$ cat src/slwc_pkg.sv
// ----------------------------------------------------------------------------
// slwc_pkg: shared constants and types for the scaled log block
// widths, register indexes, reset values and the pipeline sideband type
// ----------------------------------------------------------------------------
package slwc_pkg;

    // magnitude width, unsigned Q(IN_WIDTH-16).16, valid range 16..48
    localparam int IN_WIDTH   = 32;
    localparam int FRAC_BITS  = 24;
    localparam int MSB_W      = $clog2(IN_WIDTH);
    // normalized mantissa keeps its leading one at bit 31
    localparam int Y_W        = 32;
    localparam int MAX_INT    = ((IN_WIDTH - 17) > 16) ? (IN_WIDTH - 17) : 16;
    localparam int INT_W      = $clog2(MAX_INT + 1);
    localparam int L2_W       = INT_W + FRAC_BITS;
    localparam int LN2_W      = 28;
    localparam int SCALE_W    = 24;
    localparam int LEVEL_W    = 16;
    localparam int PROD_W     = L2_W + SCALE_W;
    localparam int R_W        = PROD_W + 1 - 32;

    // ln 2 in Q0.28
    localparam logic [LN2_W-1:0] LN2_Q28 = 28'd186065280;

    // configuration port
    localparam int CFG_IDX_W  = 2;
    localparam int CFG_DATA_W = 24;

    localparam logic [CFG_IDX_W-1:0] REG_CLAMP_LOW  = 2'd0;
    localparam logic [CFG_IDX_W-1:0] REG_CLAMP_HIGH = 2'd1;
    localparam logic [CFG_IDX_W-1:0] REG_LOG_SCALE  = 2'd2;

    localparam logic signed [LEVEL_W-1:0] CLAMP_LOW_RST  = -16'sd25600;
    localparam logic signed [LEVEL_W-1:0] CLAMP_HIGH_RST = 16'sd0;
    // 20 / ln 10 in Q8.16
    localparam logic [SCALE_W-1:0]        LOG_SCALE_RST  = 24'd569238;

    // control that travels with each request down the pipeline
    typedef struct packed {
        logic             valid;
        logic             last;
        logic             zero;
        logic [MSB_W-1:0] msb;
    } pipe_t;

endpackage

$ cat src/slwc_cell.sv
// ----------------------------------------------------------------------------
// slwc_cell: one log2 fraction bit
// squares the mantissa, renormalizes it and shifts the carry into the fraction
// ----------------------------------------------------------------------------
module slwc_cell (
    input  logic                             clk,
    input  logic                             rst_n,
    input  logic                             adv,
    input  slwc_pkg::pipe_t                  pipe_in,
    input  logic [slwc_pkg::Y_W-1:0]         y_in,
    input  logic [slwc_pkg::FRAC_BITS-1:0]   frac_in,
    output slwc_pkg::pipe_t                  pipe_out,
    output logic [slwc_pkg::Y_W-1:0]         y_out,
    output logic [slwc_pkg::FRAC_BITS-1:0]   frac_out
);

    slwc_pkg::pipe_t                    pipe_reg;
    logic [slwc_pkg::Y_W-1:0]           y_reg;
    logic [slwc_pkg::Y_W-1:0]           y_next;
    logic [slwc_pkg::FRAC_BITS-1:0]     frac_reg;
    logic [slwc_pkg::FRAC_BITS-1:0]     frac_next;
    logic [2*slwc_pkg::Y_W-1:0]         sq;
    logic [slwc_pkg::Y_W:0]             t;

    always_comb
    begin
        sq = {{slwc_pkg::Y_W{1'b0}}, y_in} * {{slwc_pkg::Y_W{1'b0}}, y_in};
        t  = sq[2*slwc_pkg::Y_W-1:slwc_pkg::Y_W-1];
        // square reached 2.0: halve it and emit a one
        y_next    = t[slwc_pkg::Y_W] ? t[slwc_pkg::Y_W:1] : t[slwc_pkg::Y_W-1:0];
        frac_next = {frac_in[slwc_pkg::FRAC_BITS-2:0], t[slwc_pkg::Y_W]};
    end

    always_ff @(posedge clk or negedge rst_n)
    begin
        if (!rst_n)
        begin
            pipe_reg <= '0;
        end
        else if (adv)
        begin
            pipe_reg <= pipe_in;
        end
    end

    always_ff @(posedge clk)
    begin
        if (adv)
        begin
            y_reg    <= y_next;
            frac_reg <= frac_next;
        end
    end

    assign pipe_out = pipe_reg;
    assign y_out    = y_reg;
    assign frac_out = frac_reg;

endmodule

$ cat config.mk
export PLATFORM = sky130hd
export DESIGN_NAME = slwc_cell
export DESIGN_NICKNAME = d
export VERILOG_FILES = /design/src/slwc_pkg.sv /design/src/slwc_cell.sv
export SDC_FILE = /design/constraint.sdc
export NUM_CORES = 2
export LEC_CHECK = 0
export ABC_AREA = 1
export BUFFER_PORTS_ARGS = -buffer_cell sky130_fd_sc_hd__buf_2
export CAP_MARGIN = 10
export CORE_MARGIN = 4
export CORE_UTILIZATION = 60
export CTS_CLUSTER_DIAMETER = 40
export DETAILED_ROUTE_END_ITERATION = 16
export GPL_ROUTABILITY_DRIVEN = 0
export GPL_TIMING_DRIVEN = 1
export PLACE_DENSITY = 0.83
export SYNTH_ARGS = -nofsm -noshare
export SYNTH_HDL_FRONTEND = slang
export SYNTH_SLANG_ARGS = --single-unit
$ cat constraint.sdc
create_clock -name clk -period 1.7 [get_ports clk]
set_clock_uncertainty 0.15 [all_clocks]
set_input_delay 0.085 -clock clk [delete_from_list [all_inputs] [get_ports clk]]
set_output_delay 0.085 -clock clk [all_outputs]
set_load 0.02 [all_outputs]
**Word-level counts from Yosys, hierarchy flattened**

Index checks and enable logic that the tools add are counted.

- Register bits: 64
- Bits of input ports: 67
- Output and inout port bits: 64
- Word-level logic and storage cells: 9

- Multiply operators: 1
- Muxes and demuxes: 1

Operators with widths:

| operator | number |
|---|---|
| $mul A32 B32 Y64 | 1 |
| $mux W31 | 1 |

**Depth between registers and ports, before layout**

- Depth after elaboration: 2
- Gate-level depth with buffers: 36
- Gate-level depth less buffers: 33

**Least setup slack after synthesis**

Ideal clock, no wire load.

- Path type: input-to-reg
- Start point: input port y_in[12] (netlist name)
- End point: register y_reg, in the netlist y_out[17], data pin
- Data arrival time: 6531 ps
- Required time: 1298 ps
- Setup slack: -5233 ps
- Stages on the path: 30
- Path buffers: 4
- Cell sequence: clkbuf_1 clkbuf_1 clkbuf_1 nand2_1 fa_1 inv_1 fa_1 fa_1 inv_1 fa_1 inv_1 fa_1 inv_1 fa_1 inv_1 fa_1 fa_1 ha_1 nand2_1 nor2_1 nand2_1 nor2_1 nand2_1 nand2_2 nand2_2 nand3_1 nand2_4 buf_4 nand2_1 nand2_1

- Cells in the longest elaborated chain, start to end: 2

RTL lines:

| element | line | source |
|---|---|---|
| from (decl) | slwc_cell.sv:10 | `input logic [slwc_pkg::Y_W-1:0] y_in,` |
| $mul A32 B32 Y64 | slwc_cell.sv:27 | `sq = {{slwc_pkg::Y_W{1'b0}}, y_in} * {{slwc_pkg::Y_W{1'b0}}, y_in};` |
| $mux W31 | slwc_cell.sv:30 | `y_next = t[slwc_pkg::Y_W] ? t[slwc_pkg::Y_W:1] : t[slwc_pkg::Y_W-1:0];` |
| via y_next (one bit) | slwc_cell.sv:19 | `logic [slwc_pkg::Y_W-1:0] y_next;` |
| to (signal assigned) | slwc_cell.sv:50 | `y_reg <= y_next;` |
| to (decl) | slwc_cell.sv:18 | `logic [slwc_pkg::Y_W-1:0] y_reg;` |

The timed path passes the listed nets, and every way through them passes these cells.
A chain may end at the register's enable or synchronous reset.

**Final worst setup path**

- Start point: input port y_in[30] (netlist name)
- End point: register y_reg, in the netlist y_out[16], data pin

Same word-level chain as after synthesis.

==> flow_summary.json <==
{
  "status": "finished, violations left",
  "violations": "negative setup slack",
  "initial_core_util_pct": 61.1,
  "relSlewSlack_pct": 67.7,
  "clkLatencyLatePin_ps": 340,
  "numCtsBuffers": 9,
  "post_drt_wl_per_cell_microns": 21.6,
  "criticalPathCategory": "primary input to flip-flop",
  "viasPerCell": 5.71,
  "synthSimpleGateAreaFrac_pct": 16.0,
  "core_region_area_sq_mm": 0.0556,
  "max_freq_mhz": 148,
  "io_pins": 131,
  "crit_fanout": 21,
  "synthDistinctLibCells": 40,
  "synth_top_family_by_area": "adder cells",
  "die_area_sq_mm": 0.0605,
  "ant_nets": 0,
  "synth_xor_area_share_pct": 1.26,
  "synth_cells": 4247,
  "period_share_pct": 397,
  "yosysWarnings": 0,
  "yosys.area_share.adder_pct": 57.6,
  "drt_wl_total_mm": 122,
  "cpMaxStageDelayCell": "fa_1",
  "syn_to_final_growth_pct": 25.9,
  "min_from": "frac_in[3]",
  "ys_async_sr_fraction_pct": 12.5,
  "grt_pass1_vias": 35000,
  "crit_buf_inv": 5,
  "maxSlewViolCount": 0,
  "hold_class": "primary input to flip-flop",
  "synth_mux_area_share_pct": 0.265,
  "worstSetupEndpointType": "flip-flop",
  "globalRouteOverflowTotal": 0,
  "cts_tree": "built",
  "final_util_pct": 76.9,
  "drc": 0,
  "clock_sinks": 64,
  "cp-start-kind": "primary input",
  "syn-num-nets": 5405,
  "max_stage_delay_ps": 650,
  "grt_pass1_wl_mm": 177,
  "io_buffers": 129,
  "syn-cell-area_sq_mm": 0.0340,
  "worstPathArrival_ps": 6690,
  "dpl_cell_area_sq_mm": 0.0395,
  "dieWidth_microns": 246,
  "worstMarginPinSlew_ps": 483,
  "synth_edf_count": 56,
  "dp_slack_ps": -5490,
  "rsz0062_at_grt": "true",
  "cts.clk_slew.worst_paths_ps": 60,
  "final_layout_size_suffix_gt1_share_pct": 23.5,
  "fp.dieH_microns": 246,
  "synth_compound_area_share_pct": 1.85,
  "finalInstanceArea_sq_mm": 0.0428,
  "ys.flop_type": "edfxtp_1",
  "crit_family": "adder cells",
  "cap_viol_max_count": 0,
  "ys_ff_latch": 64,
  "crit_top_cell": "fa_1",
  "hold_ws_ps": 310,
  "avgSynthCellArea_sq_um": 8.00,
  "hold_viol": 0,
  "clock_path_buffers": 2,
  "timing.rr.start": "pipe_out[7]$_DFFE_PN0P_",
  "cts-root-buf": "clkbuf_16",
  "finalSetupViolCount": 33,
  "timing.final.ws_setup_ps": -5050,
  "worstSetupStartpoint": "y_in[30]",
  "hpwl_mm": 82.5,
  "vias": 32300,
  "track_usage_pct": 37.5,
  "drtIter0Drc": 3463,
  "nets": 6063,
  "core.rowCount": 86,
  "antenna_found_initial": 1,
  "grt_max_degree": 34,
  "htreeDepth": 3,
  "ys_seq_area_share_pct": 5.54,
  "fin_crit_ps": 6750,
  "dr.pass1.iters": 10,
  "required_ps": 1640
}
cell type report:
cell class	instances	area [sq um]
Inverter	1454	5460
Clock inverter	7	76.3
Timing Repair Buffer	752	6450
Tap cell	748	936
Clock buffer	9	225
Fill cell	3061	12800
Antenna cell	1	2.50
Sequential cell	64	1880
Multi-Input combinational cell	2624	27800
flip-flops by register name, summed over array words and instances (netlist names):
register,flops
frac_out,24
y_out,32
pipe_out,8
kinds of logic after synthesis:
family,count (synthesis)
simple gates,1366
flops,64
fa+ha+maj,1091
buf+inv,1564
xor+xnor,49
mux,8
compound gates,105
metrics by stage:
| step | setup TNS (ps) | instances |
|---|---|---|
| 2_1_floorplan | -155700 | 4247 |
| 3_3_place_gp | -173060 | 5564 |
| 3_5_place_dp | -179630 | 5564 |
| 4_1_cts | -154140 | 5642 |
| 5_1_grt | -167490 | 5658 |
| 6_report | -164260 | 5659 |
cells in the final DEF (no fill, tap or decap), types with 5 or more instances in the layout:
cell           instances
or2_2                  5
buf_6                 31
nand2_2              132
nor3_1                 9
inv_1               1397
nor2_1                75
a21oi_2               14
buf_2                 98
buf_4                524
inv_2                 56
nor2_4                 8
dfrtp_1                8
buf_8                 17
ha_4                  39
buf_12                32
dlygate4sd3_1         34
nand3_1               65
o21bai_1              20
nor2_2                32
edfxtp_1              56
nand4_1               18
nand2_4               21
xnor2_1               13
nand3b_1               7
nand2_8               10
nand2_1              970
fa_2                  64
a31o_2                 5
buf_16                13
fa_1                 727
a21oi_1               39
xor2_1                32
o21ai_0               12
ha_1                 258
mux2_2                 8
clkbuf_16             11
Yosys cell counts, types with 18 or more instances:
library cell,instances,area (sq um)
a21oi_1,56,280
clkbuf_1,91,342
edfxtp_1,56,1680
fa_1,791,15800
ha_1,300,3750
inv_1,1451,5450
nand2_1,1116,4190
nand3_1,69,345
nand4_1,18,113
nor2_1,109,409
o21bai_1,22,165
xor2_1,33,289
repair_timing:
item,CTS,global route
endpoints found under the setup margin,33,33
hold buffers,34,0
buffers inserted,16,14
hold endpoints to repair,40,0
pin swaps,105,137
resized for setup,264,304
cloned,12,2
layer usage:
layer / routed length, microns / track usage [%] / up-vias
met1: 36700 / 40.9 / 15200
met2: 57500 / 64.4 / 2740
met3: 14100 / 9.04 / 1158
met5: 0 / 0 / -
li1: - / - / 13200
met4: 13800 / 25.8 / 0
final timing paths:
check	end	slack [ps]	depth (start not counted)
max in group asynchronous	pipe_out[3]$_DFFE_PN0P_	450	3
min reg2reg	pipe_out[4]$_DFFE_PN0P_	360	1
min in group asynchronous	pipe_out[7]$_DFFE_PN0P_	610	3
min	frac_out[4]$_DFFE_PP_	310	2
max	y_out[16]$_DFFE_PP_	-5050	25
max reg2reg	pipe_out[7]$_DFFE_PN0P_	700	1
Power is not shown: default switching activity piles up to over one toggle a cycle in this logic, so the estimate is an artifact.
