### src/slwc_pkg.sv
// ----------------------------------------------------------------------------
// slwc_pkg: shared constants and types for the scaled log block
// widths, register indexes, reset values and the pipeline sideband type
// ----------------------------------------------------------------------------
package slwc_pkg;

    // magnitude width, unsigned Q(IN_WIDTH-16).16, valid range 16..48
    localparam int IN_WIDTH   = 32;
    localparam int FRAC_BITS  = 24;
    localparam int MSB_W      = $clog2(IN_WIDTH);
    // normalized mantissa keeps its leading one at bit 31
    localparam int Y_W        = 32;
    localparam int MAX_INT    = ((IN_WIDTH - 17) > 16) ? (IN_WIDTH - 17) : 16;
    localparam int INT_W      = $clog2(MAX_INT + 1);
    localparam int L2_W       = INT_W + FRAC_BITS;
    localparam int LN2_W      = 28;
    localparam int SCALE_W    = 24;
    localparam int LEVEL_W    = 16;
    localparam int PROD_W     = L2_W + SCALE_W;
    localparam int R_W        = PROD_W + 1 - 32;

    // ln 2 in Q0.28
    localparam logic [LN2_W-1:0] LN2_Q28 = 28'd186065280;

    // configuration port
    localparam int CFG_IDX_W  = 2;
    localparam int CFG_DATA_W = 24;

    localparam logic [CFG_IDX_W-1:0] REG_CLAMP_LOW  = 2'd0;
    localparam logic [CFG_IDX_W-1:0] REG_CLAMP_HIGH = 2'd1;
    localparam logic [CFG_IDX_W-1:0] REG_LOG_SCALE  = 2'd2;

    localparam logic signed [LEVEL_W-1:0] CLAMP_LOW_RST  = -16'sd25600;
    localparam logic signed [LEVEL_W-1:0] CLAMP_HIGH_RST = 16'sd0;
    // 20 / ln 10 in Q8.16
    localparam logic [SCALE_W-1:0]        LOG_SCALE_RST  = 24'd569238;

    // control that travels with each request down the pipeline
    typedef struct packed {
        logic             valid;
        logic             last;
        logic             zero;
        logic [MSB_W-1:0] msb;
    } pipe_t;

endpackage

### src/slwc_post.sv
// ----------------------------------------------------------------------------
// slwc_post: scaling, saturation and clamping
// log2 to ln, times the scale register, rounded to Q8.8, then limited
// ----------------------------------------------------------------------------
module slwc_post (
    input  logic                                 clk,
    input  logic                                 rst_n,
    input  logic                                 adv,
    input  slwc_pkg::pipe_t                      pipe_in,
    input  logic [slwc_pkg::FRAC_BITS-1:0]       frac_in,
    input  logic signed [slwc_pkg::LEVEL_W-1:0]  clamp_low,
    input  logic signed [slwc_pkg::LEVEL_W-1:0]  clamp_high,
    input  logic [slwc_pkg::SCALE_W-1:0]         log_scale,
    output logic                                 out_valid,
    output logic signed [slwc_pkg::LEVEL_W-1:0]  level,
    output logic                                 last_out
);

    typedef struct packed {
        logic valid;
        logic last;
        logic zero;
        logic neg;
    } post_t;

    post_t                                 c_reg;
    post_t                                 c_next;
    post_t                                 m1_reg;
    post_t                                 m2_reg;
    post_t                                 o_reg;

    logic [slwc_pkg::INT_W-1:0]            ipart;
    logic [slwc_pkg::L2_W-1:0]             l2_reg;
    logic [slwc_pkg::L2_W-1:0]             l2_next;
    logic [slwc_pkg::L2_W+slwc_pkg::LN2_W-1:0] ln_full;
    logic [slwc_pkg::L2_W-1:0]             ln_reg;
    logic [slwc_pkg::PROD_W-1:0]           prod_reg;
    logic [slwc_pkg::PROD_W:0]             rsum;
    logic [slwc_pkg::R_W-1:0]              r;
    logic signed [slwc_pkg::LEVEL_W-1:0]   pos_v;
    logic signed [slwc_pkg::LEVEL_W-1:0]   neg_v;
    logic signed [slwc_pkg::LEVEL_W-1:0]   v;
    logic signed [slwc_pkg::LEVEL_W-1:0]   level_reg;
    logic signed [slwc_pkg::LEVEL_W-1:0]   level_next;

    // log2(m) - 16 as magnitude and sign
    always_comb
    begin
        c_next.valid = pipe_in.valid;
        c_next.last  = pipe_in.last;
        c_next.zero  = pipe_in.zero;
        c_next.neg   = (6'(pipe_in.msb) < 6'd16);
        if (c_next.neg)
        begin
            ipart   = slwc_pkg::INT_W'(6'd16 - 6'(pipe_in.msb));
            l2_next = {ipart, {slwc_pkg::FRAC_BITS{1'b0}}}
                      - {{slwc_pkg::INT_W{1'b0}}, frac_in};
        end
        else
        begin
            ipart   = slwc_pkg::INT_W'(7'(pipe_in.msb) - 7'd16);
            l2_next = {ipart, frac_in};
        end
    end

    // times ln 2, rounded back to 24 fraction bits
    assign ln_full = ({{slwc_pkg::LN2_W{1'b0}}, l2_reg}
                      * {{slwc_pkg::L2_W{1'b0}}, slwc_pkg::LN2_Q28})
                     + (slwc_pkg::L2_W + slwc_pkg::LN2_W)'(1 << 27);

    // round away the low 32 bits of the product, saturate, clamp
    always_comb
    begin
        rsum  = {1'b0, prod_reg} + (slwc_pkg::PROD_W + 1)'(64'h8000_0000);
        r     = rsum[slwc_pkg::PROD_W:32];
        pos_v = (r > slwc_pkg::R_W'(32767)) ? 16'sh7fff : $signed(r[15:0]);
        neg_v = (r > slwc_pkg::R_W'(32768)) ? 16'sh8000 : $signed(16'd0 - r[15:0]);
        v     = m2_reg.neg ? neg_v : pos_v;
        if (m2_reg.zero || (v < clamp_low))
        begin
            v = clamp_low;
        end
        level_next = (v > clamp_high) ? clamp_high : v;
    end

    always_ff @(posedge clk or negedge rst_n)
    begin
        if (!rst_n)
        begin
            c_reg  <= '0;
            m1_reg <= '0;
            m2_reg <= '0;
            o_reg  <= '0;
        end
        else if (adv)
        begin
            c_reg  <= c_next;
            m1_reg <= c_reg;
            m2_reg <= m1_reg;
            o_reg  <= m2_reg;
        end
    end

    always_ff @(posedge clk)
    begin
        if (adv)
        begin
            l2_reg    <= l2_next;
            ln_reg    <= ln_full[slwc_pkg::L2_W+slwc_pkg::LN2_W-1:slwc_pkg::LN2_W];
            prod_reg  <= {{slwc_pkg::SCALE_W{1'b0}}, ln_reg}
                         * {{slwc_pkg::L2_W{1'b0}}, log_scale};
            level_reg <= level_next;
        end
    end

    assign out_valid = o_reg.valid;
    assign last_out  = o_reg.last;
    assign level     = level_reg;

endmodule

### config.mk
export PLATFORM = sky130hd
export DESIGN_NAME = slwc_post
export DESIGN_NICKNAME = d
export VERILOG_FILES = /design/src/slwc_pkg.sv /design/src/slwc_post.sv
export SDC_FILE = /design/constraint.sdc
export NUM_CORES = 2
export LEC_CHECK = 0
export ABC_AREA = 1
export BUFFER_PORTS_ARGS = -buffer_cell sky130_fd_sc_hd__buf_2
export CAP_MARGIN = 20
export CORE_MARGIN = 2
export CORE_UTILIZATION = 35
export CTS_BUF_LIST = sky130_fd_sc_hd__clkbuf_4 sky130_fd_sc_hd__clkbuf_8 sky130_fd_sc_hd__clkbuf_16
export DETAILED_ROUTE_END_ITERATION = 16
export PLACE_DENSITY = 0.62
export SYNTH_ARGS = -nofsm -noshare
export SYNTH_HDL_FRONTEND = slang
export SYNTH_SLANG_ARGS = --single-unit
### constraint.sdc
create_clock -name clk -period 12.1 [get_ports clk]
set_input_delay 1.815 -clock clk [delete_from_list [all_inputs] [get_ports clk]]
set_output_delay 1.815 -clock clk [all_outputs]
set_load 0.02 [all_outputs]
; ---- Yosys cells after proc, flatten, opt, wreduce, memory -nomap -nowiden
; Index checks and enable logic that the tools add are counted.
[word_totals]
regBits = 141
in_bits = 91
wordCells = 38
[classes]
n_addsub = 6
multipliers = 2
order_cmp = 5
muxes = 6
reduce_logical = 1
[op_table]
columns = cell, count
row1 = 2-to-1 mux 16 bit, 5
row2 = adder 57 x 28 -> 57 bit (second input constant), 1
row3 = adder 53 x 32 -> 54 bit (second input constant), 1
row4 = multiplier 29 x 24 -> 53 bit, 1
row5 = multiplier 29 x 21 -> 50 bit (second input constant), 1
row6 = 2-to-1 mux 29 bit, 1
row7 = subtractor 29 x 24 -> 29 bit, 1
row8 = greater-than comparator 22 x 15 -> 1 bit (second input constant), 1
row9 = greater-than comparator 22 x 16 -> 1 bit (second input constant), 1
row10 = greater-than comparator 16 bit, 1
row11 = less-than comparator 16 bit, 1
row12 = subtractor 1 x 16 -> 16 bit (first input constant), 1
row13 = less-than comparator 5 bit (second input constant), 1
row14 = subtractor 5 bit (first input constant), 1
row15 = subtractor 5 bit (second input constant), 1
row16 = logical OR 1 bit, 1

; ---- Depth between registers and ports, before layout
[logic_depth]
ltp_word = 9
mapped_depth = 45
mapped_depth_nobuf = 43

; ---- Worst setup path after synthesis
; OpenSTA, ideal clock, no wires.
[synth_timing]
kind = input port to flip-flop
from = in log_scale[9] in the netlist's numbering
to = reg prod_reg[51] in the netlist's numbering (data pin)
setup_ns = 0.258
t_arrival_ns = 7.987
slack_ns = 3.855
path_stages = 31
path_buffers = 2
cell_sequence = clkbuf_1 > buf_1 > nand2_1 > fa_1 > inv_1 > fa_1 > inv_1 > fa_1 > inv_1 > fa_1 > inv_1 > fa_1 > fa_1 > inv_1 > fa_1 > ha_1 > a21oi_1 > o21ai_0 > a21oi_1 > o21ai_0 > a21oi_1 > inv_1 > a21boi_0 > inv_1 > nand2_1 > nand2_1 > nand2_1 > o2111ai_1 > nand3_1 > nand2_1 > xor2_1
[synth_via]
elab_chain_cells = 1
[synth_lines]
columns = element, line_no
row1 = from (decl), slwc_post.sv:13  ; input logic [slwc_pkg::SCALE_W-1:0] log_scale,
row2 = multiplier 29 x 24 -> 53 bit, slwc_post.sv:111  ; * {{slwc_pkg::L2_W{1'b0}}, log_scale};
row3 = to (signal assigned), slwc_post.sv:110  ; prod_reg <= {{slwc_pkg::SCALE_W{1'b0}}, ln_reg}
row4 = to (decl), slwc_post.sv:37  ; logic [slwc_pkg::PROD_W-1:0] prod_reg;
; No other way between the ends.
; A chain may end at the register's enable or synchronous reset.

; ---- Final worst setup path
; Ends and elaborated chain as after synthesis.

==> metrics <==
syn avg cell area between 8 and 9 sq um; chip width around 340 um; Final HPWL DP between 70,000 and 80,000 um; DRT Pass-1 Iters 8; CP Launch Point log_scale[9]; mux contribution to synthesized area 0%; WL final 99,340 um; post-cts sizing count 0; pre-CTS setup slack 2.994 ns; Mapped Nets 6,063; Die Span Y approximately 340 um; commonest non-fill, non-tap cell in the layout inv_1; outcome complete, no violations; crit end category register; TritonCTS Sinks between 100 and 150; critical path's largest stage delay around 0.59 ns; YS warnings 0; most frequent cells in the layout inv_1 (1,312), nand2_1 (1,110), fa_1 (782), ha_1 (455), nor2_1 (190); ys flop type edfxtp_1; DR iter-0 viols around 1,600; clk buf depth 2; initial antenna violation count 0; layout cells sized above 1 4.379%; count of state elements after synthesis 110; final setup fails 0; buffers plus inverters on the worst setup path 8; Via density between 4 and 5; clk_skew around 0.014 ns; DR DRC count 0; number of synthesized flops with an enable pin between 90 and 100; DRT antenna net count 0; nets@finish between 6,000 and 7,000; Levels on crit path 30; Initial Util about a third; Setup TNS Final 0 ns; Ports between 100 and 150; CTS H-tree lvls 3; multi-input logic area 30,380 sq um; RSZ-0062 raised after global routing no; r2r setup slk ~4.5 ns; routability cong. 0.9298; DR vias about 29,000; worst setup path endpoint prod_reg[51]; Hold Slack roughly 0.47 ns; slowest stage cell, crit path buf_2; GRT overflow 0; Core Rows 122; adder-cell share of the synthesized area between 50% and 60%; Startpoint Class primary input; Crit Path Category primary input to register; GRT Total Usage between 10% and 20%; number of port buffers 108; worst skew pair latency roughly 0.4 ns; Gate Count Post-Synth roughly 4,700; critical path's top delay family adder cells; post-CTS setup buffer count 0; Fill cells 11,530; CTS tree built; critical path arrival roughly 8.9 ns; Hold Vio Cnt, Final 0; vias in the first global route between 30,000 and 40,000; number of max-cap violations 0; Post-synth ARST share around an eighth; Worst Tran Pin Value 0.8539 ns; Crit path required time roughly 12 ns; largest family of logic cells by synthesized area adder cells; Die ar. ~110,000 sq um; clock transition at the registers of the reported paths about 0.090 ns; Cell variety after synth between 50 and 60; area of the mapped netlist 39,110 sq um; largest net degree at the start of global routing 64; final period utilization between 70% and 80%; Routed wire per std cell about 16 um; Area Overhead vs Synth 6.140%; CTS Hold Bufs 0; xor-xnor portion of the synthesized cell area 2.547%; clk root buf clkbuf_16; reg2reg end prod_reg[51]; register area 3233 sq um; Final WS setup roughly 3.4 ns; Reg2Reg Depth 28; first-pass GRT wire length 165,200 um; CTS Buf Count 9; Highest Clock Rate ~110 MHz; core area between 100,000 and 150,000 sq um; Worst slew margin 43.08%; simple-gate share of the synthesized area between 10% and 20%; max-slew violations 0; worst r2r src ln_reg[22]; min Tclk post-route around 8.7 ns; Min-Delay Path Class register to register; sequential-to-total area share from yosys stat under 10%; Synth Area in Compound Gates about 4.3%; crit path max fanout 29
-- kinds of logic after synthesis --
| logic type | count (synthesis) |
|---|---|
| buffers and inverters | 1459 |
| AND/OR/NAND/NOR | 1525 |
| adder cells (fa/ha/maj) | 1237 |
| XOR/XNOR | 112 |
| AO/OA/AOI/OAI | 292 |
| flip-flops | 110 |
-- cell usage after synthesis, drive strengths merged, types with 4 or more instances --
cell | n | area, sq um
inv | 1314 | 4932
nand2 | 1132 | 4364
fa | 782 | 15660
ha | 455 | 5693
nor2 | 203 | 838.3
a21oi | 128 | 640.6
clkbuf | 119 | 446.7
edfxtp | 96 | 2883
nand3 | 87 | 495.5
xor2 | 81 | 724.4
o21ai | 74 | 374.1
nand4 | 41 | 256.5
xnor2 | 31 | 271.5
buf | 22 | 102.6
nor3 | 21 | 105.1
o21a | 19 | 142.6
a31oi | 17 | 106.4
and2 | 16 | 100.1
a21o | 15 | 112.6
dfrtp | 14 | 350.3
nand3b | 11 | 82.58
nor4 | 8 | 50.05
a21boi | 7 | 52.55
o21bai | 6 | 45.04
o221ai | 5 | 43.79
o31ai | 5 | 37.54
a211oi | 4 | 30.03
clkinv | 4 | 15.01
-- metrics by stage --
stage / utilization, % / cells / instance area (sq um)
floorplan: - / 4735 / 39110
global placement: 37.18 / 6222 / 41200
detailed placement: 37.18 / 6222 / 41200
CTS: 37.45 / 6238 / 41500
global route: 37.45 / 6238 / 41500
finish: 37.45 / 6240 / 41510
-- tightest hold or removal path, stage by stage (launching register included) --
cell,delay [ns]
dfrtp_1,0.35
nand2_1,0.05
nand2_1,0.04
-- layer usage --
layer	vias to the layer above	global-route usage, %	wire (um)
met3	102	2.785	6093
met1	14370	24.19	44010
met4	0	3.704	1839
li1	13960	-	-
met5	-	0	0
met2	774	30.58	47390
-- worst min-delay path by stage --
stage,startpoint,endpoint,slack (ns),cells after the start
floorplan,c_reg[3],c_reg[3],0.44,2
global placement,last_out,last_out,0.45,2
detailed placement,last_out,last_out,0.45,2
CTS,last_out,last_out,0.47,2
global route,c_reg[2],c_reg[2],0.50,2
finish,last_out,last_out,0.47,2
-- final cells by class --
cell class / instances / share of cell area, %
Timing Repair Buffer: 140 / 1.887
Sequential cell: 110 / 7.789
Inverter: 1318 / 11.92
Clock buffer: 9 / 0.5426
Tap cell: 1488 / 4.486
Multi-Input combinational cell: 3166 / 73.18
Antenna cell: 2 / 0.01206
Clock inverter: 7 / 0.1809
Power is left out: the tool's default activity adds up to more than one toggle a clock period on the data nets, which glitch-free logic cannot reach.
