--- config.mk ---
export PLATFORM = sky130hd
export DESIGN_NAME = slwc_norm
export DESIGN_NICKNAME = d
export VERILOG_FILES = /design/src/slwc_pkg.sv /design/src/slwc_norm.sv
export SDC_FILE = /design/constraint.sdc
export NUM_CORES = 1
export LEC_CHECK = 0
export BUFFER_PORTS_ARGS = -buffer_cell sky130_fd_sc_hd__buf_4
export CORE_AREA = 3 3 111 113
export DETAILED_ROUTE_END_ITERATION = 8
export DIE_AREA = 0 0 114 116
export MAX_ROUTING_LAYER = met4
export PLACE_DENSITY = 0.69
export SLEW_MARGIN = 20
export SYNTH_ARGS = -nofsm -noshare
export SYNTH_HDL_FRONTEND = slang
export SYNTH_SLANG_ARGS = --single-unit
--- constraint.sdc ---
create_clock -name clk -period 3.28 [get_ports clk]
set_input_delay 0 -clock clk [delete_from_list [all_inputs] [get_ports clk]]
set_output_delay 0 -clock clk [all_outputs]
set_load 0.005 [all_outputs]
--- src/slwc_pkg.sv ---
// ----------------------------------------------------------------------------
// slwc_pkg: shared constants and types for the scaled log block
// widths, register indexes, reset values and the pipeline sideband type
// ----------------------------------------------------------------------------
package slwc_pkg;

    // magnitude width, unsigned Q(IN_WIDTH-16).16, valid range 16..48
    localparam int IN_WIDTH   = 32;
    localparam int FRAC_BITS  = 24;
    localparam int MSB_W      = $clog2(IN_WIDTH);
    // normalized mantissa keeps its leading one at bit 31
    localparam int Y_W        = 32;
    localparam int MAX_INT    = ((IN_WIDTH - 17) > 16) ? (IN_WIDTH - 17) : 16;
    localparam int INT_W      = $clog2(MAX_INT + 1);
    localparam int L2_W       = INT_W + FRAC_BITS;
    localparam int LN2_W      = 28;
    localparam int SCALE_W    = 24;
    localparam int LEVEL_W    = 16;
    localparam int PROD_W     = L2_W + SCALE_W;
    localparam int R_W        = PROD_W + 1 - 32;

    // ln 2 in Q0.28
    localparam logic [LN2_W-1:0] LN2_Q28 = 28'd186065280;

    // configuration port
    localparam int CFG_IDX_W  = 2;
    localparam int CFG_DATA_W = 24;

    localparam logic [CFG_IDX_W-1:0] REG_CLAMP_LOW  = 2'd0;
    localparam logic [CFG_IDX_W-1:0] REG_CLAMP_HIGH = 2'd1;
    localparam logic [CFG_IDX_W-1:0] REG_LOG_SCALE  = 2'd2;

    localparam logic signed [LEVEL_W-1:0] CLAMP_LOW_RST  = -16'sd25600;
    localparam logic signed [LEVEL_W-1:0] CLAMP_HIGH_RST = 16'sd0;
    // 20 / ln 10 in Q8.16
    localparam logic [SCALE_W-1:0]        LOG_SCALE_RST  = 24'd569238;

    // control that travels with each request down the pipeline
    typedef struct packed {
        logic             valid;
        logic             last;
        logic             zero;
        logic [MSB_W-1:0] msb;
    } pipe_t;

endpackage

--- src/slwc_norm.sv ---
// ----------------------------------------------------------------------------
// slwc_norm: input register and normalization
// finds the leading one of the magnitude and shifts it to bit 31
// ----------------------------------------------------------------------------
module slwc_norm (
    input  logic                          clk,
    input  logic                          rst_n,
    input  logic                          adv,
    input  logic                          in_valid,
    input  logic [slwc_pkg::IN_WIDTH-1:0] magnitude,
    input  logic                          last_in,
    output slwc_pkg::pipe_t               pipe_out,
    output logic [slwc_pkg::Y_W-1:0]      y_out
);

    logic                          v0_reg;
    logic                          last0_reg;
    logic [slwc_pkg::IN_WIDTH-1:0] m0_reg;

    slwc_pkg::pipe_t               pipe1_reg;
    slwc_pkg::pipe_t               pipe1_next;
    logic [slwc_pkg::IN_WIDTH-1:0] m1_reg;
    logic [slwc_pkg::MSB_W-1:0]    msb_next;

    slwc_pkg::pipe_t                        pipe2_reg;
    logic [slwc_pkg::Y_W-1:0]               y2_reg;
    logic [slwc_pkg::IN_WIDTH+30:0]         ext;
    logic [slwc_pkg::IN_WIDTH+30:0]         shifted;
    logic [slwc_pkg::Y_W-1:0]               y2_next;

    // leading one position, zero input leaves it at 0
    always_comb
    begin
        msb_next = '0;
        for (int i = 0; i < slwc_pkg::IN_WIDTH; i++)
        begin
            if (m0_reg[i])
            begin
                msb_next = slwc_pkg::MSB_W'(i);
            end
        end
        pipe1_next.valid = v0_reg;
        pipe1_next.last  = last0_reg;
        pipe1_next.zero  = (m0_reg == '0);
        pipe1_next.msb   = msb_next;
    end

    // m << 31 >> msb gives the mantissa with its top bit at 31
    always_comb
    begin
        ext     = {m1_reg, 31'b0};
        shifted = ext >> pipe1_reg.msb;
        y2_next = shifted[slwc_pkg::Y_W-1:0];
    end

    always_ff @(posedge clk or negedge rst_n)
    begin
        if (!rst_n)
        begin
            v0_reg    <= 1'b0;
            pipe1_reg <= '0;
            pipe2_reg <= '0;
        end
        else if (adv)
        begin
            v0_reg    <= in_valid;
            pipe1_reg <= pipe1_next;
            pipe2_reg <= pipe1_reg;
        end
    end

    always_ff @(posedge clk)
    begin
        if (adv)
        begin
            m0_reg    <= magnitude;
            last0_reg <= last_in;
            m1_reg    <= m0_reg;
            y2_reg    <= y2_next;
        end
    end

    assign pipe_out = pipe2_reg;
    assign y_out    = y2_reg;

endmodule

## Word level (Yosys, flattened, before mapping)

Index checks and enable logic that the tools add are counted.

- Bits in registers: 114
- Word-level logic and storage cells: 46

- Reduce and logical (&&, ||, !) cells: 1
- Shift-type cells: 1
- Muxes and demuxes: 31

Operators with widths:

| operator | number |
|---|---|
| 2-to-1 mux 5 bit | 29 |
| >> shifter 63 x 5 -> 32 bit | 1 |
| zero test 32 bit | 1 |
| 2-to-1 mux 2 bit | 1 |
| 2-to-1 mux 1 bit | 1 |

## Depth between registers and ports, before layout

Gate-level depths: netlist (run 1).

- Depth in word-level cells: 31
- Mapped depth: 8

## Least setup slack after synthesis (run 1)

Ideal clock, no wire load.

- Path type: register -> register
- Start: reg pipe1_reg[0] (netlist bit)
- End: reg y2_reg, in the netlist y_out[23], data pin
- Clock period less this slack: 1.849 ns
- Setup time: 0.270 ns
- Stages on the path, launching flop included: 7
- Data required time: 3.010 ns
- Arrival: 1.580 ns
- Slack: 1.431 ns
- Path through: dfrtp_1 > buf_6 > buf_12 > mux4_2 > mux2_4 > a32oi_1 > o31ai_1

- Word-level cells in the longest chain between the ends: 1

RTL lines:

| item | RTL line | RTL |
|---|---|---|
| start: declaration | slwc_norm.sv:20 | `slwc_pkg::pipe_t pipe1_reg;` |
| start signal: assignment | slwc_norm.sv:67 | `pipe1_reg <= pipe1_next;` |
| >> shifter 63 x 5 -> 32 bit | slwc_norm.sv:52 | `shifted = ext >> pipe1_reg.msb;` |
| named net shifted, one bit | slwc_norm.sv:28 | `logic [slwc_pkg::IN_WIDTH+30:0] shifted;` |
| end signal: assignment | slwc_norm.sv:79 | `y2_reg <= y2_next;` |
| end: declaration | slwc_norm.sv:26 | `logic [slwc_pkg::Y_W-1:0] y2_reg;` |

The timed path passes the listed nets, and every way through them passes these cells.
A chain may end at the register's enable or synchronous reset.

## Final worst setup path (run 1)

- Start: reg pipe1_reg[0] (netlist bit)
- End: reg y2_reg, in the netlist y_out[26], data pin

The elaborated chain is that of the path after synthesis.

==> metrics.md, run 1 <==
| Metric | Value |
|---|---|
| Status | `finished clean` |
| Slew @ Worst Pin | `762.2 ps` |
| WS Path Type | `register to register` |
| Pwr Density | `619.7 nW/µm²` |
| Boundary pin count | `77` |
| Die width | `114 µm` |
| RSZ-0062 raised after global routing | `false` |
| Clk root buf | `clkbuf_16` |
| Area Overhead vs Synth | `29.88%` |
| Count of non-filler cells in the finished layout | `697` |
| Hold Path Class | `input pin to async pin` |
| Final ANT Viol Nets | `0` |
| CP max FO | `27` |
| Yosys warning count | `0` |
| Layout cell share with drive strength beyond 1 | `29.78%` |
| Core Area | `11,420 µm²` |
| First-pass GRT wire length | `20,800 µm` |
| Synth async-reset ratio | `14.91%` |
| Top-area cell type share of the netlist area | `52.15%` |
| Die ar. | `13,220 µm²` |
| Min Hold Slack | `37.44 ps` |
| Via Count | `3,988` |
| Post-synth EDFFs | `97` |
| Sequential cell area | `3339 µm²` |
| Fillers | `838` |
| Gate Count Post-Synth | `424` |
| Placed Cells | `630` |
| Drt wl/cell | `18.90 µm` |
| Clock slew seen by the registers of the worst setup and hold paths | `50 ps` |
| CP startpoint kind | `register` |
| DP HPWL | `9028 µm` |
| Synthesized area | `5585 µm²` |
| TritonCTS clock tree | `yes` |
| # diodes | `0` |
| Post-synth cell types | `56` |
| Final hold violations | `0` |
| Pins Over Slew Limit | `0` |
| Final setup fails | `0` |
| Seq/Total Area, Yosys | `59.77%` |
| GP Congestion | `0.8882` |
| Rows | `39` |
| Peak supply drop | `0.3661 mV` |
| Finished Cell Area | `7254 µm²` |
| Maximum level of the CTS H-tree | `4` |
| DRT iter0 DRCs | `219` |
| Net Count, Synth | `461` |
| Pin count of the biggest net entering global routing | `79` |
| Clock latency on the worst-skew pair | `410 ps` |
| Count leader, synth | `edfxtp_1` |
| CTS max path bufs | `2` |
| Vias/cell | `5.722` |
| Gr ovfl total | `0` |
| Initial antenna violation count | `0` |
| Setup TNS | `0 ps` |
| Dpl cell area | `6296 µm²` |
| Synthesized area per cell | `13.17 µm²` |
| Post-CTS setup buffers | `0` |
| DRC viols | `0` |
| Initial Util | `48.92%` |
| Post-layout minimum cycle time | `2460 ps` |
| Synth cell count leaders | `edfxtp_1 (97), nor2_1 (40), mux2_2 (26), mux2i_1 (26), nand2_1 (26)` |
| Worst EP required | `3410 ps` |
| Slew margin rel. | `49.19%` |
| CTS Buf Count | `17` |
| Gr usage total | `21.25%` |
| Vias in the first global route | `3,914` |
| Chip Height | `116 µm` |
| DR pass1 iterations | `9` |
| Fin crit share | `75.01%` |
| Critical path data arrival time | `2590 ps` |
| Clock Skews | `10.65 ps` |
| Final wirelength | `13,170 µm` |
| Port Buf Inserts | `76` |
| Nets | `578` |
| FF+latch count, synth | `114` |
| Max cap viols | `0` |
| Post-synth top area cell | `edfxtp_1` |
| Predominant post-synthesis flop cell | `edfxtp_1` |
| CP endpoint kind | `register` |
| CTS sink count | `114` |
| LEAKAGE | `2.835 nW` |
| Multi-input logic area | `2052 µm²` |
| Achievable clock frequency | `406.4 MHz` |
| Area contributors post-synth | `edfxtp_1 (52%), dfrtp_1 (7.6%), mux2_2 (5.2%)` |
[routing by layer]
metal	GRT usage (%)	routed length, µm	vias up
li1	-	-	1903
met1	28.03	5721	1900
met2	32.51	6339	161
met3	3.916	779	24
met4	9.105	331	0
met5	-	0	-
[report_power, final]
part           switching [mW]  internal [mW]
combinational           0.360          0.388
clock                   0.628           1.25
sequential              0.113           1.76
total                    1.10           3.39
[what timing repair did]
action	in CTS	in global routing
hold endpoints to repair	51	0
setup endpoints to repair	0	0
gates resized for setup	0	0
hold buffers	35	0
[cell usage in the layout (no fill, tap or decap), types with 3 or more instances in the layout]
cell type,synthesis,final
o21ai_0,10,10
clkinv_2,0,4
nor4_1,6,6
bufinv_16,0,3
mux2i_1,26,26
a211oi_1,6,6
and3_1,5,5
nand2b_1,6,6
buf_4,0,87
a22oi_1,5,5
clkbuf_8,0,3
mux2_2,26,26
clkbuf_16,0,17
inv_1,12,12
a221oi_1,5,5
o221ai_1,6,6
dfrtp_1,17,16
edfxtp_1,97,97
o21a_1,3,3
mux4_2,12,12
nand2_1,26,26
nor2_1,40,40
a21oi_1,23,23
dlygate4sd3_1,0,35
nand3_1,6,6
o31ai_1,3,3
nor2b_1,3,3
nor3_1,13,13
o22ai_1,8,8
[cells by family (layout without fill, tap and decap cells)]
group | count (synthesis) | in the layout | synth area share [%]
muxes | 67 | 67 | 15.68
AOI/OAI and AO/OA | 91 | 91 | 11.42
buffers and inverters | 39 | 169 | 3.495
and+or+nand+nor | 113 | 113 | 9.633
DFF | 114 | 114 | 59.77
[stage by stage]
step	util, %	setup WS, ps	power, mW
floorplan	-	1431	2.309
global placement	55.14	876.8	2.601
detailed placement	55.14	836.4	2.609
CTS	63.53	829.7	4.514
global route	63.53	684.8	4.679
finish	63.53	819.5	4.495
[critical path, cell delays in order (launching register included)]
cell and delay, ps:
dfrtp_2 770, buf_4 280, mux2_2 360, mux4_2 450, mux2i_1 200, o221ai_1 130
[final cells by class]
type	instances	area share (%)
flip-flops and latches	114	46.03
multi-input cells	271	28.29
repair buffers	123	14.11
clock buffers	22	6.537
well taps	143	2.466
clock inverters	10	1.845
inverters	14	0.7244
[path summary, 6_finish.rpt]
| check | start | to | slack, ps | cells past startpoint |
|---|---|---|---|---|
| setup / recovery | pipe1_reg[0] | y_out[26] | 820 | 5 |
| hold / removal | rst_n | pipe1_reg[4] | 40 | 2 |
| setup reg to reg | pipe1_reg[0] | y_out[26] | 820 | 5 |
| hold reg to reg | m0_reg[0] | m1_reg[0] | 470 | 0 |
| max in group asynchronous | rst_n | pipe1_reg[0] | 3030 | 2 |
| min in group clk | adv | pipe1_reg[5] | 80 | 2 |
No activity file was read; power rests on OpenSTA's default activity.
==> run 2: changes to the inputs <==
Clock period 3.28 ns to 2.5 ns, I/O delays scaled along.
==> run 2 against run 1 <==
Critical endpoint is now y_out[24]. Final cell count grew 1.9%. Register-to-register slack worse by 660 ps. Largest cell class unchanged. First-iteration DRC count rose by 12%. Die area unchanged. Sequential share of layout area is 0.63 points lower. Combinational power increased by 39%. Global-route usage is 0.47 points higher. Wire length grew 1.4%. Maximum frequency rose by 5.1%. Non-clock buffer count rose by 13.
==> metrics.md, run 2 (synthesis gave the netlist of run 1 again) <==
| Metric | Value |
|---|---|
| Status | `finished clean` |
| Final worst slack | `159.0 ps (-660.5 ps)` |
| Hold Path Class | `input pin to register` |
| Clock Skews | `9.313 ps (-1.341 ps)` |
| Die width | `114 µm (unchanged)` |
| DRT iter0 DRCs | `246 (+12%)` |
| Core Area | `11,420 µm² (unchanged)` |
| Dpl cell area | `6384 µm² (+1.4%)` |
| Commonest cells after routing, fill and taps aside | `edfxtp_1 (97), buf_4 (96), nor2_1 (40)` |
| Clock slew seen by the registers of the worst setup and hold paths | `60 ps (about the same)` |
| Via Count | `4,103 (+2.9%)` |
| Die ar. | `13,220 µm² (unchanged)` |
| First-pass GRT wire length | `21,250 µm (+2.2%)` |
| Gr ovfl total | `0 (unchanged)` |
| Fillers | `872 (+4.1%)` |
| Gr usage total | `21.72% (+0.47 points)` |
| Maximum level of the CTS H-tree | `4 (unchanged)` |
| Critical path data arrival time | `2490 ps (-100 ps)` |
| Pin count of the biggest net entering global routing | `43 (-46%)` |
| Nets | `591 (+2.2%)` |
| CP max FO | `18 (-33%)` |
| GP Congestion | `0.9225 (+3.9%)` |
| Max cap viols | `0 (unchanged)` |
| Fin crit share | `93.64% (+19 points)` |
| Drt wl/cell | `18.81 µm (-0.44%)` |
| RSZ-0062 raised after global routing | `false` |
| Crit path from | `pipe1_reg[0]` |
| Worst EP required | `2650 ps (-760 ps)` |
| HP Start | `magnitude[6]` |
| Pins Over Slew Limit | `0 (unchanged)` |
| Achievable clock frequency | `427.2 MHz (+5.1%)` |
| Slew margin rel. | `58.46% (+9.3 points)` |
| Count of non-filler cells in the finished layout | `710 (+1.9%)` |
| CTS sink count | `114 (unchanged)` |
| TritonCTS clock tree | `yes` |
| Layout cell share with drive strength beyond 1 | `31.04% (+1.3 points)` |
| Power Total | `5.924 mW (+32%)` |
| DRC viols | `0 (unchanged)` |
| Vias in the first global route | `4,120 (+5.3%)` |
| WS Path Type | `register to register` |
| Clk root buf | `clkbuf_16` |
| Area Overhead vs Synth | `31.74%` |
| DR pass1 iterations | `7 (-2)` |
| Slew @ Worst Pin | `623.1 ps (-139.0 ps)` |
| # diodes | `0 (unchanged)` |
| DP HPWL | `9286 µm (+2.9%)` |
| Final hold violations | `0 (unchanged)` |
| Pwr Density | `805.0 nW/µm² (+30%)` |
| Initial antenna violation count | `0 (unchanged)` |
| CTS max path bufs | `2 (unchanged)` |
| Vias/cell | `5.779 (+1.0%)` |
| LEAKAGE | `2.881 nW (+1.6%)` |
| CP endpoint kind | `register` |
| CP startpoint kind | `register` |
| Most common cell after layout, fill and taps aside | `edfxtp_1` |
| Post-layout minimum cycle time | `2341 ps (-119.5 ps)` |
| Boundary pin count | `77 (unchanged)` |
| Finished Cell Area | `7358 µm² (+1.4%)` |
| Peak supply drop | `0.5926 mV (+62%)` |
| FF-to-FF Start | `pipe1_reg[0]` |
| Final wirelength | `13,360 µm (+1.4%)` |
| Port Buf Inserts | `76 (unchanged)` |
| Placed Cells | `640 (+1.6%)` |
| Final setup fails | `0 (unchanged)` |
| Setup TNS | `0 ps (unchanged)` |
| Chip Height | `116 µm (unchanged)` |
| Final ANT Viol Nets | `0 (unchanged)` |
| CTS Buf Count | `17 (unchanged)` |
| Initial Util | `48.92% (unchanged)` |
| Post-place setup slack | `261.5 ps (-574.9 ps)` |
| Rows | `39 (unchanged)` |
| Clock latency on the worst-skew pair | `420 ps (about the same)` |
-- run 2: changes by cell type in the layout (fill, tap and decap cells not counted), sizes merged --
cell,previous run,this run
buf,88,98
clkbuf,22,19
clkinv,5,3
clkinvlp,2,5
dlygate4sd3,35,38
inv,14,16
-- run 2: critical path: stages, from the launching register on --
cell	delay (ps)
dfrtp_2	520
buf_12	210
mux2i_1	390
mux4_2	380
inv_2	60
a221oi_1	370
o21ai_0	140
-- run 2: layout make-up --
class                   count  area (µm²)  share of cell area [%]
flip-flops and latches    114        3341                   45.40
well taps                 143       178.9                   2.432
clock buffers              19       432.9                   5.883
multi-input cells         271        2052                   27.89
inverters                  14       52.55                  0.7142
clock inverters            13       160.2                   2.177
repair buffers            136        1141                   15.51
-- run 2: metal layers --
layer | track usage [%] | share of wire [%] | vias to the layer above | routed length (µm)
li1 | - | - | 1924 | -
met1 | 27.62 | 43 | 1948 | 5705
met2 | 32.28 | 46 | 186 | 6187
met3 | 5.431 | 6.6 | 45 | 888
met4 | 11.48 | 4.3 | 0 | 578
met5 | - | 0 | - | 0
-- run 2: stage by stage --
| step | util (%) | hold WS, ps |
|---|---|---|
| after floorplan | - | -295.6 |
| after global placement | 55.91 | -125.5 |
| after detailed placement | 55.91 | -116.4 |
| after CTS | 64.43 | 292.3 |
| after global routing | 64.44 | 293.9 |
| final | 64.44 | 301.1 |
-- run 2: final timing paths --
check	slack, ps	end	cells after the start
min in group asynchronous	550	pipe1_reg[0]	3
worst max register to register	160	y_out[24]	6
worst max-delay path	160	y_out[24]	6
worst min register to register	470	pipe1_reg[6]	1
max in group asynchronous	900	pipe_out[2]	4
worst min-delay path	300	m0_reg[6]	2
-- run 2: report_power, final --
group / internal [mW] / leakage [nW] / switching, mW
Clock: 1.56 / 0.276 / 0.880
Sequential: 2.30 / 1.13 / 0.132
Combinational: 0.538 / 1.47 / 0.504
Total: 4.41 / 2.88 / 1.52
-- run 2: what timing repair did --
action	in CTS	in global routing
gates resized for setup	0	1
setup buffers	0	0
hold buffers	38	0
endpoints found under the hold margin	52	0
setup endpoints to repair	0	1
